`src/rtl/core/ale_pkg.sv`:
```
// Package for the array list engine: opcodes, status codes and the
// command/status structs between the controller and the datapath.
// No dependencies.
`timescale 1ns / 1ps
`default_nettype none

package ale_pkg;

    // Command opcodes
    localparam logic [2:0] OP_GET    = 3'd0;
    localparam logic [2:0] OP_LOCATE = 3'd1;
    localparam logic [2:0] OP_INSERT = 3'd2;
    localparam logic [2:0] OP_DELETE = 3'd3;
    localparam logic [2:0] OP_CLEAR  = 3'd4;

    // Result status codes
    localparam logic [2:0] ST_OK        = 3'd0;
    localparam logic [2:0] ST_BAD_POS   = 3'd1;
    localparam logic [2:0] ST_FULL      = 3'd2;
    localparam logic [2:0] ST_EMPTY     = 3'd3;
    localparam logic [2:0] ST_NOT_FOUND = 3'd4;

    // Walk index control
    typedef enum logic [2:0] {
        IDX_HOLD      = 3'd0,
        IDX_LOAD_ZERO = 3'd1,
        IDX_LOAD_POS  = 3'd2,
        IDX_LOAD_LAST = 3'd3,
        IDX_INC       = 3'd4,
        IDX_DEC       = 3'd5
    } idx_op_t;

    // Store write control
    typedef enum logic [1:0] {
        WR_NONE  = 2'd0,
        WR_UP    = 2'd1,
        WR_DOWN  = 2'd2,
        WR_PUT   = 2'd3
    } wr_op_t;

    // Length register control
    typedef enum logic [1:0] {
        LEN_HOLD = 2'd0,
        LEN_INC  = 2'd1,
        LEN_DEC  = 2'd2,
        LEN_ZERO = 2'd3
    } len_op_t;

    // Result element register control
    typedef enum logic [1:0] {
        ELEM_HOLD  = 2'd0,
        ELEM_ZERO  = 2'd1,
        ELEM_RDATA = 2'd2
    } elem_op_t;

    // Controller to datapath
    typedef struct packed {
        logic       latch;
        idx_op_t    idx_op;
        wr_op_t     wr_op;
        len_op_t    len_op;
        elem_op_t   elem_op;
        logic       res_load;
        logic [2:0] res_status;
        logic       found_prev;
    } ale_cmd_t;

    // Datapath to controller
    typedef struct packed {
        logic [2:0] op;
        logic       full;
        logic       empty;
        logic       pos_in_range;
        logic       ins_ok;
        logic       ins_at_end;
        logic       idx_at_pos;
        logic       prev_at_last;
        logic       match;
    } ale_stat_t;

endpackage

`default_nettype wire

```
`src/rtl/core/ale_datapath.sv`:
```
// Datapath of the array list engine: element store, walk index, length
// and result registers. Driven by ale_ctrl; depends on ale_pkg.
`timescale 1ns / 1ps
`default_nettype none

module ale_datapath #(
    parameter int CAPACITY = 64
) (
    input  wire logic             clk,
    input  wire logic             rst_n,
    input  wire logic [2:0]       opcode,
    input  wire logic [6:0]       position,
    input  wire logic [7:0]       value,
    input  wire ale_pkg::ale_cmd_t cmd,
    output ale_pkg::ale_stat_t    stat,
    output logic [2:0]            status,
    output logic [7:0]            element,
    output logic [6:0]            found_position,
    output logic [6:0]            length,
    output logic                  is_empty
);
    import ale_pkg::*;

    localparam int AW = $clog2(CAPACITY);
    localparam int LW = $clog2(CAPACITY + 1);
    localparam int CW = (LW > 7) ? LW : 7;

    // Element store
    logic [7:0]    mem [CAPACITY];
    logic [7:0]    rd_data_reg;

    // Latched command
    logic [2:0]    op_reg;
    logic [6:0]    pos_reg;
    logic [7:0]    val_reg;

    // Walk index and the index read in the previous cycle
    logic [AW-1:0] idx_reg;
    logic [AW-1:0] idx_next;
    logic [AW-1:0] prev_idx_reg;

    logic [LW-1:0] len_reg;
    logic [LW-1:0] len_next;

    // Result registers
    logic [2:0]    status_reg;
    logic [7:0]    element_reg;
    logic [6:0]    found_reg;

    logic [CW-1:0] pos_x;
    logic [CW-1:0] len_x;
    logic [CW-1:0] found_x;
    logic [AW-1:0] pos_m1;
    logic [AW-1:0] len_m1;

    logic          wr_en;
    logic [AW-1:0] wr_addr;
    logic [7:0]    wr_data;

    // Position and length compares
    always_comb
    begin
        pos_x   = CW'(pos_reg);
        len_x   = CW'(len_reg);
        pos_m1  = AW'(pos_x - CW'(1));
        len_m1  = AW'(len_reg - LW'(1));
        found_x = CW'(prev_idx_reg) + CW'(1);

        stat.op           = op_reg;
        stat.full         = (len_reg >= LW'(CAPACITY));
        stat.empty        = (len_reg == '0);
        stat.pos_in_range = (pos_reg != '0) && (pos_x <= len_x);
        stat.ins_ok       = (pos_reg != '0) && (pos_x <= len_x + CW'(1));
        stat.ins_at_end   = (pos_x == len_x + CW'(1));
        stat.idx_at_pos   = (idx_reg == pos_m1);
        stat.prev_at_last = (prev_idx_reg == len_m1);
        stat.match        = (rd_data_reg == val_reg);
    end

    // Next walk index
    always_comb
    begin
        case (cmd.idx_op)
            IDX_HOLD:      idx_next = idx_reg;
            IDX_LOAD_ZERO: idx_next = '0;
            IDX_LOAD_POS:  idx_next = pos_m1;
            IDX_LOAD_LAST: idx_next = len_m1;
            IDX_INC:       idx_next = idx_reg + AW'(1);
            IDX_DEC:       idx_next = idx_reg - AW'(1);
            default:       idx_next = idx_reg;
        endcase
    end

    // Store write port: shift moves take the element read last cycle
    always_comb
    begin
        wr_en   = 1'b1;
        wr_addr = pos_m1;
        wr_data = rd_data_reg;
        case (cmd.wr_op)
            WR_NONE: wr_en   = 1'b0;
            WR_UP:   wr_addr = prev_idx_reg + AW'(1);
            WR_DOWN: wr_addr = prev_idx_reg - AW'(1);
            WR_PUT:  wr_data = val_reg;
            default: wr_en   = 1'b0;
        endcase
    end

    // Next length
    always_comb
    begin
        case (cmd.len_op)
            LEN_HOLD: len_next = len_reg;
            LEN_INC:  len_next = len_reg + LW'(1);
            LEN_DEC:  len_next = len_reg - LW'(1);
            LEN_ZERO: len_next = '0;
            default:  len_next = len_reg;
        endcase
    end

    // Store: one write and one registered read per cycle
    always_ff @(posedge clk)
    begin
        if (wr_en)
        begin
            mem[wr_addr] <= wr_data;
        end
        rd_data_reg <= mem[idx_reg];
    end

    // Length register
    always_ff @(posedge clk or negedge rst_n)
    begin
        if (!rst_n)
        begin
            len_reg <= '0;
        end
        else
        begin
            len_reg <= len_next;
        end
    end

    // Command latch, walk index and result payload
    always_ff @(posedge clk)
    begin
        if (cmd.latch)
        begin
            op_reg  <= opcode;
            pos_reg <= position;
            val_reg <= value;
        end
        idx_reg      <= idx_next;
        prev_idx_reg <= idx_reg;
        case (cmd.elem_op)
            ELEM_HOLD:  element_reg <= element_reg;
            ELEM_ZERO:  element_reg <= '0;
            ELEM_RDATA: element_reg <= rd_data_reg;
            default:    element_reg <= element_reg;
        endcase
        if (cmd.res_load)
        begin
            status_reg <= cmd.res_status;
            found_reg  <= cmd.found_prev ? 7'(found_x) : 7'd0;
        end
    end

    assign status         = status_reg;
    assign element        = element_reg;
    assign found_position = found_reg;
    assign length         = 7'(len_reg);
    assign is_empty       = (len_reg == '0);

    // Checks
    a_len_cap: assert property (@(posedge clk) disable iff (!rst_n)
        len_reg <= LW'(CAPACITY))
        else $error("list length above capacity");

    a_fail_len: assert property (@(posedge clk) disable iff (!rst_n)
        (cmd.res_load && cmd.res_status != ST_OK) |=> $stable(len_reg))
        else $error("failed command changed the length");

endmodule

`default_nettype wire

```
`src/rtl/core/ale_ctrl.sv`:
```
// Controller of the array list engine: decodes each command and sequences
// the store walks of ale_datapath. Depends on ale_pkg.
`timescale 1ns / 1ps
`default_nettype none

module ale_ctrl (
    input  wire logic              clk,
    input  wire logic              rst_n,
    input  wire logic              start,
    input  wire ale_pkg::ale_stat_t stat,
    output ale_pkg::ale_cmd_t      cmd,
    output logic                   busy,
    output logic                   done
);
    import ale_pkg::*;

    typedef enum logic [12:0] {
        S_IDLE      = 13'h0001,
        S_DECODE    = 13'h0002,
        S_GET_WAIT  = 13'h0004,
        S_GET_DATA  = 13'h0008,
        S_LOC_FIRST = 13'h0010,
        S_LOC_RUN   = 13'h0020,
        S_INS_FIRST = 13'h0040,
        S_INS_SHIFT = 13'h0080,
        S_INS_DRAIN = 13'h0100,
        S_INS_PUT   = 13'h0200,
        S_DEL_RD    = 13'h0400,
        S_DEL_TAKE  = 13'h0800,
        S_DEL_SHIFT = 13'h1000
    } state_t;

    state_t state_reg;
    state_t state_next;
    logic   done_reg;

    // Next state and datapath commands
    always_comb
    begin
        cmd        = '0;
        state_next = state_reg;
        case (state_reg)
            S_IDLE:
            begin
                if (start)
                begin
                    cmd.latch  = 1'b1;
                    state_next = S_DECODE;
                end
            end

            S_DECODE:
            begin
                // Default: finish at once with status ok
                cmd.res_load   = 1'b1;
                cmd.res_status = ST_OK;
                cmd.elem_op    = ELEM_ZERO;
                state_next     = S_IDLE;
                case (stat.op)
                    OP_GET:
                    begin
                        if (!stat.pos_in_range)
                        begin
                            cmd.res_status = ST_BAD_POS;
                        end
                        else
                        begin
                            cmd.res_load = 1'b0;
                            cmd.idx_op   = IDX_LOAD_POS;
                            state_next   = S_GET_WAIT;
                        end
                    end
                    OP_LOCATE:
                    begin
                        if (stat.empty)
                        begin
                            cmd.res_status = ST_NOT_FOUND;
                        end
                        else
                        begin
                            cmd.res_load = 1'b0;
                            cmd.idx_op   = IDX_LOAD_ZERO;
                            state_next   = S_LOC_FIRST;
                        end
                    end
                    OP_INSERT:
                    begin
                        if (stat.full)
                        begin
                            cmd.res_status = ST_FULL;
                        end
                        else if (!stat.ins_ok)
                        begin
                            cmd.res_status = ST_BAD_POS;
                        end
                        else if (stat.ins_at_end)
                        begin
                            // Append: no tail to move
                            cmd.res_load = 1'b0;
                            state_next   = S_INS_PUT;
                        end
                        else
                        begin
                            cmd.res_load = 1'b0;
                            cmd.idx_op   = IDX_LOAD_LAST;
                            state_next   = S_INS_FIRST;
                        end
                    end
                    OP_DELETE:
                    begin
                        if (stat.empty)
                        begin
                            cmd.res_status = ST_EMPTY;
                        end
                        else if (!stat.pos_in_range)
                        begin
                            cmd.res_status = ST_BAD_POS;
                        end
                        else
                        begin
                            cmd.res_load = 1'b0;
                            cmd.idx_op   = IDX_LOAD_POS;
                            state_next   = S_DEL_RD;
                        end
                    end
                    OP_CLEAR:
                    begin
                        cmd.len_op = LEN_ZERO;
                    end
                    default:
                    begin
                        cmd.res_status = ST_OK;
                    end
                endcase
            end

            // Get: one read, the registered data is taken in S_GET_DATA
            S_GET_WAIT:
            begin
                state_next = S_GET_DATA;
            end

            S_GET_DATA:
            begin
                cmd.res_load   = 1'b1;
                cmd.res_status = ST_OK;
                cmd.elem_op    = ELEM_RDATA;
                state_next     = S_IDLE;
            end

            // Locate: read ahead one entry, compare the previous read
            S_LOC_FIRST:
            begin
                cmd.idx_op = IDX_INC;
                state_next = S_LOC_RUN;
            end

            S_LOC_RUN:
            begin
                if (stat.match)
                begin
                    cmd.res_load   = 1'b1;
                    cmd.res_status = ST_OK;
                    cmd.elem_op    = ELEM_ZERO;
                    cmd.found_prev = 1'b1;
                    state_next     = S_IDLE;
                end
                else if (stat.prev_at_last)
                begin
                    cmd.res_load   = 1'b1;
                    cmd.res_status = ST_NOT_FOUND;
                    cmd.elem_op    = ELEM_ZERO;
                    state_next     = S_IDLE;
                end
                else
                begin
                    cmd.idx_op = IDX_INC;
                end
            end

            // Insert: walk down from the last element moving each up by one
            S_INS_FIRST:
            begin
                if (stat.idx_at_pos)
                begin
                    state_next = S_INS_DRAIN;
                end
                else
                begin
                    cmd.idx_op = IDX_DEC;
                    state_next = S_INS_SHIFT;
                end
            end

            S_INS_SHIFT:
            begin
                cmd.wr_op = WR_UP;
                if (stat.idx_at_pos)
                begin
                    state_next = S_INS_DRAIN;
                end
                else
                begin
                    cmd.idx_op = IDX_DEC;
                end
            end

            S_INS_DRAIN:
            begin
                cmd.wr_op  = WR_UP;
                state_next = S_INS_PUT;
            end

            S_INS_PUT:
            begin
                cmd.wr_op      = WR_PUT;
                cmd.len_op     = LEN_INC;
                cmd.res_load   = 1'b1;
                cmd.res_status = ST_OK;
                cmd.elem_op    = ELEM_ZERO;
                state_next     = S_IDLE;
            end

            // Delete: take the element, then move the tail down by one
            S_DEL_RD:
            begin
                cmd.idx_op = IDX_INC;
                state_next = S_DEL_TAKE;
            end

            S_DEL_TAKE:
            begin
                cmd.elem_op = ELEM_RDATA;
                if (stat.prev_at_last)
                begin
                    cmd.len_op     = LEN_DEC;
                    cmd.res_load   = 1'b1;
                    cmd.res_status = ST_OK;
                    state_next     = S_IDLE;
                end
                else
                begin
                    cmd.idx_op = IDX_INC;
                    state_next = S_DEL_SHIFT;
                end
            end

            S_DEL_SHIFT:
            begin
                cmd.wr_op = WR_DOWN;
                if (stat.prev_at_last)
                begin
                    cmd.len_op     = LEN_DEC;
                    cmd.res_load   = 1'b1;
                    cmd.res_status = ST_OK;
                    state_next     = S_IDLE;
                end
                else
                begin
                    cmd.idx_op = IDX_INC;
                end
            end

            default:
            begin
                state_next = S_IDLE;
            end
        endcase
    end

    // State and result strobe
    always_ff @(posedge clk or negedge rst_n)
    begin
        if (!rst_n)
        begin
            state_reg <= S_IDLE;
            done_reg  <= 1'b0;
        end
        else
        begin
            state_reg <= state_next;
            done_reg  <= cmd.res_load;
        end
    end

    assign busy = (state_reg != S_IDLE);
    assign done = done_reg;

    // Checks
    a_done_pulse: assert property (@(posedge clk) disable iff (!rst_n)
        done_reg |=> !done_reg)
        else $error("result strobe longer than one cycle");

    a_accept: assert property (@(posedge clk) disable iff (!rst_n)
        (start && state_reg == S_IDLE) |=> (state_reg == S_DECODE))
        else $error("accepted item not decoded");

    a_finish: assert property (@(posedge clk) disable iff (!rst_n)
        cmd.res_load |=> (state_reg == S_IDLE && done_reg))
        else $error("result loaded without strobe and return to idle");

endmodule

`default_nettype wire

```
`src/rtl/core/array_list_engine_top.sv`:
```
// Top level of the array list engine: ordered byte list with get, locate,
// insert, delete and clear. Instantiates ale_ctrl and ale_datapath.
//
// channel   direction  handshake             payload
// command   in         start, busy           opcode, position, value
// result    out        done (one-cycle)      status, element, found_position,
//                                            length, is_empty
//
// A command is taken when start is high and busy is low; done marks its single
// result for one cycle, and busy is low again in that cycle.
// Clear, bad commands and failures finish from the decode state; get reads one
// entry. Locate, insert and delete walk the single-port element store one entry
// per cycle: locate up to the matching position, insert from the last element
// down to position p (append moves nothing), delete from p to the end.
// Reset clears the length and the controller; the store needs no clearing.
// The result side cannot stall; results are never held back.
`timescale 1ns / 1ps
`default_nettype none

module array_list_engine_top #(
    parameter int CAPACITY = 64
) (
    input  wire logic       clk,
    input  wire logic       rst_n,
    input  wire logic       start,
    output logic            busy,
    input  wire logic [2:0] opcode,
    input  wire logic [6:0] position,
    input  wire logic [7:0] value,
    output logic            done,
    output logic [2:0]      status,
    output logic [7:0]      element,
    output logic [6:0]      found_position,
    output logic [6:0]      length,
    output logic            is_empty
);
    import ale_pkg::*;

    ale_cmd_t  cmd;
    ale_stat_t stat;

    // Sequencer
    ale_ctrl u_ctrl (
        .clk   (clk),
        .rst_n (rst_n),
        .start (start),
        .stat  (stat),
        .cmd   (cmd),
        .busy  (busy),
        .done  (done)
    );

    // Store and result registers
    ale_datapath #(
        .CAPACITY (CAPACITY)
    ) u_datapath (
        .clk            (clk),
        .rst_n          (rst_n),
        .opcode         (opcode),
        .position       (position),
        .value          (value),
        .cmd            (cmd),
        .stat           (stat),
        .status         (status),
        .element        (element),
        .found_position (found_position),
        .length         (length),
        .is_empty       (is_empty)
    );

endmodule

`default_nettype wire

```
`config.mk`:
```
export PLATFORM = sky130hd
export DESIGN_NAME = array_list_engine_top
export DESIGN_NICKNAME = d
export VERILOG_FILES = /design/src/rtl/core/ale_pkg.sv /design/src/rtl/core/ale_datapath.sv /design/src/rtl/core/ale_ctrl.sv /design/src/rtl/core/array_list_engine_top.sv
export SDC_FILE = /design/constraint.sdc
export NUM_CORES = 1
export LEC_CHECK = 0
export ABC_AREA = 1
export BUFFER_PORTS_ARGS = -buffer_cell sky130_fd_sc_hd__buf_2
export CORE_AREA = 3 3 256 258
export DETAILED_ROUTE_END_ITERATION = 10
export DIE_AREA = 0 0 259 261
export PLACE_DENSITY_LB_ADDON = 0.2
export SYNTH_ARGS = -nofsm -noshare
export SYNTH_HDL_FRONTEND = slang
export SYNTH_SLANG_ARGS = --single-unit
```
`constraint.sdc`:
```
create_clock -name clk -period 8.32 [get_ports clk]
set_clock_uncertainty 0.1 [all_clocks]
set_input_delay 0.832 -clock clk [delete_from_list [all_inputs] [get_ports clk]]
set_output_delay 0.832 -clock clk [all_outputs]
set_load 0.005 [all_outputs]
```
# [Word level (Yosys, flattened, before mapping)]
# Memories as Yosys holds them, arrays and structs flattened. A register that Yosys moved wholly into a read port is not among the register bits.
# Index checks and enable logic that the tools add are counted.
[word_totals] regBits=69 mem_bits_rw=512 word_cells=134 output_inout_bits=28 in_bits=21 n_memories=1
[mem_list] name="u_datapath.mem" depth=64 width=8 read_ports=1 rd_clocked_by_memory_dff=1 wr=1 line="ale_datapath.sv:29" source="logic [7:0] mem [CAPACITY];"
[classes] n_reduce_logical=17 n_eq_ne=37 n_lt_le_gt_ge=3 muxes=57 n_addsub=8
[op_table] op="$pmux 13 s11" n=1
[op_table] op="$mux 13" n=7
[op_table] op="$pmux 13 s4" n=1
[op_table] op="$mux 3" n=10
[op_table] op="$pmux 6 s5" n=1
[op_table] op="$pmux 3 s4" n=2
[op_table] op="$pmux 7 s3" n=1
[op_table] op="$mux 10" n=2
[op_table] op="$pmux 2 s3" n=3
[op_table] op="$sub 6x1->6 const B" n=3
[op_table] op="$pmux 4 s4" n=1
[op_table] op="$pmux 8 s2" n=1
[op_table] op="$pmux 3 s5" n=1
[op_table] op="$le 7x7->1" n=2
[op_table] op="$reduce_or 2->1" n=7
[op_table] op="$eq 13x1->1 const B" n=1
[op_table] op="$eq 13x10->1 const B" n=1
[op_table] op="$eq 13x11->1 const B" n=1
[op_table] op="$eq 13x12->1 const B" n=1
[op_table] op="$eq 13x13->1 const B" n=1
[op_table] op="$eq 13x2->1 const B" n=1
[op_table] op="$eq 13x3->1 const B" n=1
[op_table] op="$eq 13x4->1 const B" n=1
[op_table] op="$eq 13x5->1 const B" n=1
[op_table] op="37 further kinds" n=70

# [Depth between registers and ports, before layout]
[depth] ltp_word=9 mapped_depth=23 ltp_nobuf=23

# [By module]
# Synthesis repeated with hierarchy kept, for this count alone.
[unflattened] hier_cells=2346 area_unflattened_um2=25912.4
[by_module_without_submodules] mod="ale_datapath" seq_area_each_um2=17091.4 n_inst=1 cells_per_inst=2168 area_each_um2=24722.5
[by_module_without_submodules] mod="ale_ctrl" seq_area_each_um2=351.6 n_inst=1 cells_per_inst=178 area_each_um2=1189.9

# [Worst setup path after synthesis]
# OpenSTA, ideal clock, no wires.
[synth_timing] path_kind="flip-flop to flip-flop" from="reg u_ctrl.state_reg[0]" to="mem u_datapath.mem[0][0], data pin" setup_ns=0.702 t_required_ns=7.518 slack_ns=3.278 stages_incl_launch_ff=11 n_path_buf=1 period_less_slack_ns=5.042 arrival_time_ns=4.240 cell_sequence="dfstp_2 -> nor2_2 -> nand2_1 -> inv_1 -> nand2_1 -> nor2_1 -> nand2_1 -> nand3_1 -> ha_1 -> clkbuf_1 -> o21ai_0"
[synth_between] elab_chain_len=5 word_cells_on_any_way=8 cone_classes="eq/ne: 5; mux: 2; reduce/logical: 1"
[synth_lines] item="start: declaration" line="ale_ctrl.sv:33" source="state_t state_reg;"
[synth_lines] item="start signal: assignment" line="ale_ctrl.sv:281" source="state_reg <= state_next;"
[synth_lines] item="$eq 13x9->1 / $eq 13x8->1 (equally long branches)" line="ale_ctrl.sv:42" source="case (state_reg)"
[synth_lines] item="$reduce_or 2->1 (no source line)"
[synth_lines] item="$pmux 2 s3 *" line="ale_ctrl.sv:42"
[synth_lines] item="$eq 2x2->1 *" line="ale_datapath.sv:100" source="case (cmd.wr_op)"
[synth_lines] item="$mux 8 *" line="ale_datapath.sv:100"
[synth_lines] item="via u_datapath.wr_data[0]" line="ale_datapath.sv:58" source="logic [7:0] wr_data;"
[synth_lines] item="end: declaration" line="ale_datapath.sv:29"
# Mark *: on every way through the listed nets, which the timed path passes. The rest lies on a longest branch.

# [Worst setup path after layout]
[layout_timing] from="reg u_ctrl.state_reg[6]" to="mem u_datapath.mem[50][7] (enable)"
[layout_between] elab_chain_len=5 word_cells_on_any_way=11 cone_classes="eq/ne: 6; mux: 3; reduce/logical: 2"
[layout_lines] item="$eq 13x9->1 / $eq 13x8->1 (equally long branches)" line="ale_ctrl.sv:42"
[layout_lines] item="$reduce_or 2->1 (no source line)"
[layout_lines] item="$pmux 2 s3 *" line="ale_ctrl.sv:42"
[layout_lines] item="$eq 2x2->1 (tied with other cells)" line="ale_datapath.sv:100"
[layout_lines] item="$pmux 6 s2 / $mux 1 (equally long branches)" line="ale_datapath.sv:100, ale_datapath.sv:126"
# Mark *: on every way between the ends. The rest lies on a longest branch, timed or not.

==> reports/qor_table.md <==
| Result | Reported | Unit |
|---|---|---|
| Time the worst path needs with I/O delays and setup | 5020 | ps |
| N_diodes | 0 | - |
| Max reg flops | 512 | - |
| Clock Power Share | 39.9 | % |
| Share of synthesized area spent on multiplexers | 0.133 | % |
| Number of buffer cells added on primary ports | 48 | - |
| First element of the critical path | u_ctrl.state_reg[6] | - |
| Actual slew at the worst max-slew pin | 1270 | ps |
| Part of the total power dissipated in combinational logic | 10.2 | % |
| Synthesized flop and latch total | 589 | - |
| Number of flops mapped to enable cells by yosys | 554 | - |
| Clock transition at the register clock pins on the worst setup and hold paths after CTS | 60 | ps |
| Post-detailed-route count of antenna-violating nets | 0 | - |
| Number of search-and-repair iterations in the first detailed-routing pass | 6 | - |
| Count of cells resized by post-cts repair | 0 | - |
| Xor-xnor portion of the synthesized cell area | 0.586 | % |
| Part of the Yosys area used for sequential elements | 68.7 | % |
| Die X-Extent | 259 | microns |
| Detailed router's first-iteration violation count | 1683 | - |
| Biggest fanout along the worst timing path | 9 | - |
| Post-layout instance area | 0.0283 | sq mm |
| Number of distinct library cells after synthesis | 51 | - |
| Leading register cell type out of synthesis | sky130_fd_sc_hd__edfxtp_1 | - |
| Switch Pwr | 1.66 | mW |
| Final Hold Fails | 0 | - |
| Max-Slew Margin vs Limit | 15.4 | % |
| Global-route wire length before repair | 106000 | microns |
| Die height | 261 | microns |
| Share of the cycle needed by the critical path after routing | 60.4 | % |
| Post-layout worst setup margin | 3300 | ps |
| Layout-stage area growth over the synthesis result | 11.4 | % |
| Insertion delay to the later sink of the worst-skew pair | 630 | ps |
| Worst Reg2Reg Path Length in Cells | 16 | - |
| Worst slack at placement | 3330 | ps |
| Number of top-level design ports | 49 | - |
| Power density over the cells | 236 | mW/mm^2 |
| Inserted Clock Buffers | 61 | - |
| WP data arrival | 5190 | ps |
| Crit path required time | 8480 | ps |
| Mean post-synth cell area | 11.4 | sq um |
| Final layout net count | 2302 | - |
| Die Footprint | 0.0676 | sq mm |
| Sw Ratio | 24.9 | % |
| Number of pins with negative max-slew slack in the final report | 0 | - |
| Pin count of the biggest net entering global routing | 261 | - |
| Leak | 9.91 | nW |
| Biggest area contributors in the synthesized netlist | sky130_fd_sc_hd__edfxtp_1 (66%), sky130_fd_sc_hd__o21ai_0 (6.2%), sky130_fd_sc_hd__nor2_1 (5.9%) | - |
| DRC violations left | 0 | - |
| Hold Crit Class | input port to async pin | - |
| Synthesized-area fraction occupied by adder cells | 1.64 | % |
| Standard-cell rows | 92 | - |
| Basic-gate share of the synthesized area counting and, or, nand and nor cells | 13.9 | % |
| Sort of element at the start of the critical path | flop | - |
| Count of hold buffers inserted by post-cts repair | 0 | - |
| Destination of the worst register-to-register timing path | u_datapath.mem[50][7] | - |
| Synth area leader | sky130_fd_sc_hd__edfxtp_1 | - |
| Compound-cell area share of the yosys netlist | 11.2 | % |
| Total global-route track usage | 20.7 | % |
| Instance count of the mapped netlist | 2236 | - |
| Sum of negative setup slack | 0 | ps |
| Initial Utilization | 40.2 | % |
| Clock tree from TritonCTS | done | - |
| Detailed-route wire length per cell | 22.5 | microns |
| Nets in the synthesized netlist | 2289 | - |
| Outcome | completed | - |
| Crit. End Element | flop | - |
| Setup slack of the worst register-to-register path | 3300 | ps |
| Via-per-instance ratio | 5.55 | - |
| Reg-to-Reg Start | u_ctrl.state_reg[6] | - |
| Final HPWL DP | 42500 | microns |
| Max H-tree Level | 2 | - |
| Number of synthesis warnings | 0 | - |
| Post-CTS setup buffer count | 0 | - |
| RSZ-0062 raised after global routing | false | - |
| Fraction of registers with async set or reset after synthesis | 3.57 | % |
| GR Overflow Total | 0 | - |
| Via total after detailed routing | 17436 | - |
| Number of setup violations in the final report | 0 | - |
| Crit Path Category | flop to flop | - |
| Design internal power | 5.01 | mW |
| Buffers from clock root to sink, at most | 3 | - |
| Main combinational cell family by area after synthesis | simple AND/OR/NAND/NOR gates | - |
| Routability cong. | 0.889 | - |
| Max VDD drop | 0.172 | mV |
| Layout cells sized above 1 | 9.10 | % |
| Post-synthesis instance area | 0.0254 | sq mm |
| Via count of the first global-routing pass | 17256 | - |
| Number of antenna violations at the first check in global routing | 0 | - |
| Flop pwr share | 49.9 | % |
| Count of maximum capacitance violations | 0 | - |
| Placed standard-cell area | 0.0264 | sq mm |
| Root buffer cell | sky130_fd_sc_hd__clkbuf_16 | - |
| Post-Route WL | 70700 | microns |
| Max Clock Freq | 0.199 | GHz |
| CTS sink count | 589 | - |
| Area fraction of the dominant cell type after synthesis | 65.5 | % |
| Core area | 0.0632 | sq mm |
## how the worst max path moves through the flow
| stage | to | slack, ps | cells past startpoint |
|---|---|---|---|
| 6_report | u_datapath.mem[50][7] | 3300 | 16 |
| 5_1_grt | u_datapath.mem[51][4] | 2970 | 16 |
| 4_1_cts | u_datapath.mem[50][2] | 3320 | 16 |
| 3_5_place_dp | u_datapath.mem[50][4] | 3330 | 16 |
| 3_3_place_gp | u_datapath.mem[50][7] | 3510 | 16 |
| 2_1_floorplan | u_datapath.mem[0][0] | 3280 | 10 |
## layout make-up
| type | count | area (sq um) |
|---|---|---|
| clock buffers | 77 | 1590 |
| repair buffers | 64 | 373 |
| well taps | 846 | 1060 |
| clock inverters | 34 | 340 |
| fillers | 5816 | 34900 |
| inverters | 118 | 450 |
| flip-flops and latches | 589 | 17400 |
| multi-input cells | 1415 | 7030 |
## critical path, stage by stage (launching register included)
cell and delay [ps]:
sky130_fd_sc_hd__dfrtp_1 400, sky130_fd_sc_hd__nor2_2 150, sky130_fd_sc_hd__inv_1 80, sky130_fd_sc_hd__nor2_2 160, sky130_fd_sc_hd__nand2_1 130, sky130_fd_sc_hd__nor2_1 140
sky130_fd_sc_hd__nand2_1 250, sky130_fd_sc_hd__nand3_1 290, sky130_fd_sc_hd__inv_1 100, sky130_fd_sc_hd__ha_1 310, sky130_fd_sc_hd__fa_1 490, sky130_fd_sc_hd__a21oi_1 190
sky130_fd_sc_hd__o21ai_1 100, sky130_fd_sc_hd__xor2_1 160, sky130_fd_sc_hd__o21ai_2 250, sky130_fd_sc_hd__nand4_1 570, sky130_fd_sc_hd__nor2_1 770
## synth_stat cells (11+ instances only)
library cell / instances
sky130_fd_sc_hd__edfxtp_1: 554
sky130_fd_sc_hd__nor2_1: 399
sky130_fd_sc_hd__o21ai_0: 315
sky130_fd_sc_hd__nand2_1: 287
sky130_fd_sc_hd__o22ai_1: 130
sky130_fd_sc_hd__inv_1: 106
sky130_fd_sc_hd__nand3_1: 77
sky130_fd_sc_hd__clkbuf_1: 65
sky130_fd_sc_hd__a21oi_1: 43
sky130_fd_sc_hd__buf_2: 34
sky130_fd_sc_hd__ha_1: 30
sky130_fd_sc_hd__o21ai_1: 22
sky130_fd_sc_hd__dfrtp_1: 20
sky130_fd_sc_hd__nand4_1: 15
sky130_fd_sc_hd__dfxtp_1: 14
sky130_fd_sc_hd__nor2_2: 13
sky130_fd_sc_hd__xor2_1: 11
## stage by stage
stage	std cells	power [mW]	util (%)	hold WS (ps)
floorplan	2236	3.82	-	249
global placement	3032	4.06	41.7	468
detailed placement	3032	4.07	41.7	479
CTS	3143	6.72	44.8	66.5
global route	3143	6.93	44.8	95.6
finish	3143	6.67	44.8	78.5
## logic make-up after synthesis
| kind of cell | after synthesis |
|---|---|
| fa+ha+maj | 32 |
| compound gates | 528 |
| flops | 589 |
| buf+inv | 232 |
| simple gates | 835 |
| mux | 3 |
| xor+xnor | 17 |
## cell usage in the layout (no fill, tap or decap), types with 16 or more instances in the layout
master and n:
sky130_fd_sc_hd__clkbuf_1 16, sky130_fd_sc_hd__clkbuf_16 61, sky130_fd_sc_hd__dfrtp_1 20, sky130_fd_sc_hd__nand3_1 77, sky130_fd_sc_hd__nor2_1 398, sky130_fd_sc_hd__nand2_1 287
sky130_fd_sc_hd__o22ai_1 130, sky130_fd_sc_hd__o21ai_0 310, sky130_fd_sc_hd__inv_1 104, sky130_fd_sc_hd__o21ai_1 22, sky130_fd_sc_hd__a21oi_1 43, sky130_fd_sc_hd__edfxtp_1 554
sky130_fd_sc_hd__ha_1 30, sky130_fd_sc_hd__buf_2 48
## layer usage
metal / GRT usage, % / wire, microns
met1: 27.9 / 29600
met2: 34.8 / 33900
met3: 2.90 / 5260
met4: 6.66 / 2000
met5: 0 / 0
## power groups by stage
stage	Clock, mW	Sequential [mW]	Combinational [mW]
after floorplan	0	3.38	0.445
after global placement	0	3.39	0.676
after detailed placement	0	3.39	0.679
after CTS	2.71	3.33	0.683
after global routing	2.84	3.33	0.757
final	2.66	3.33	0.683
(Power assumes the default switching activity.)
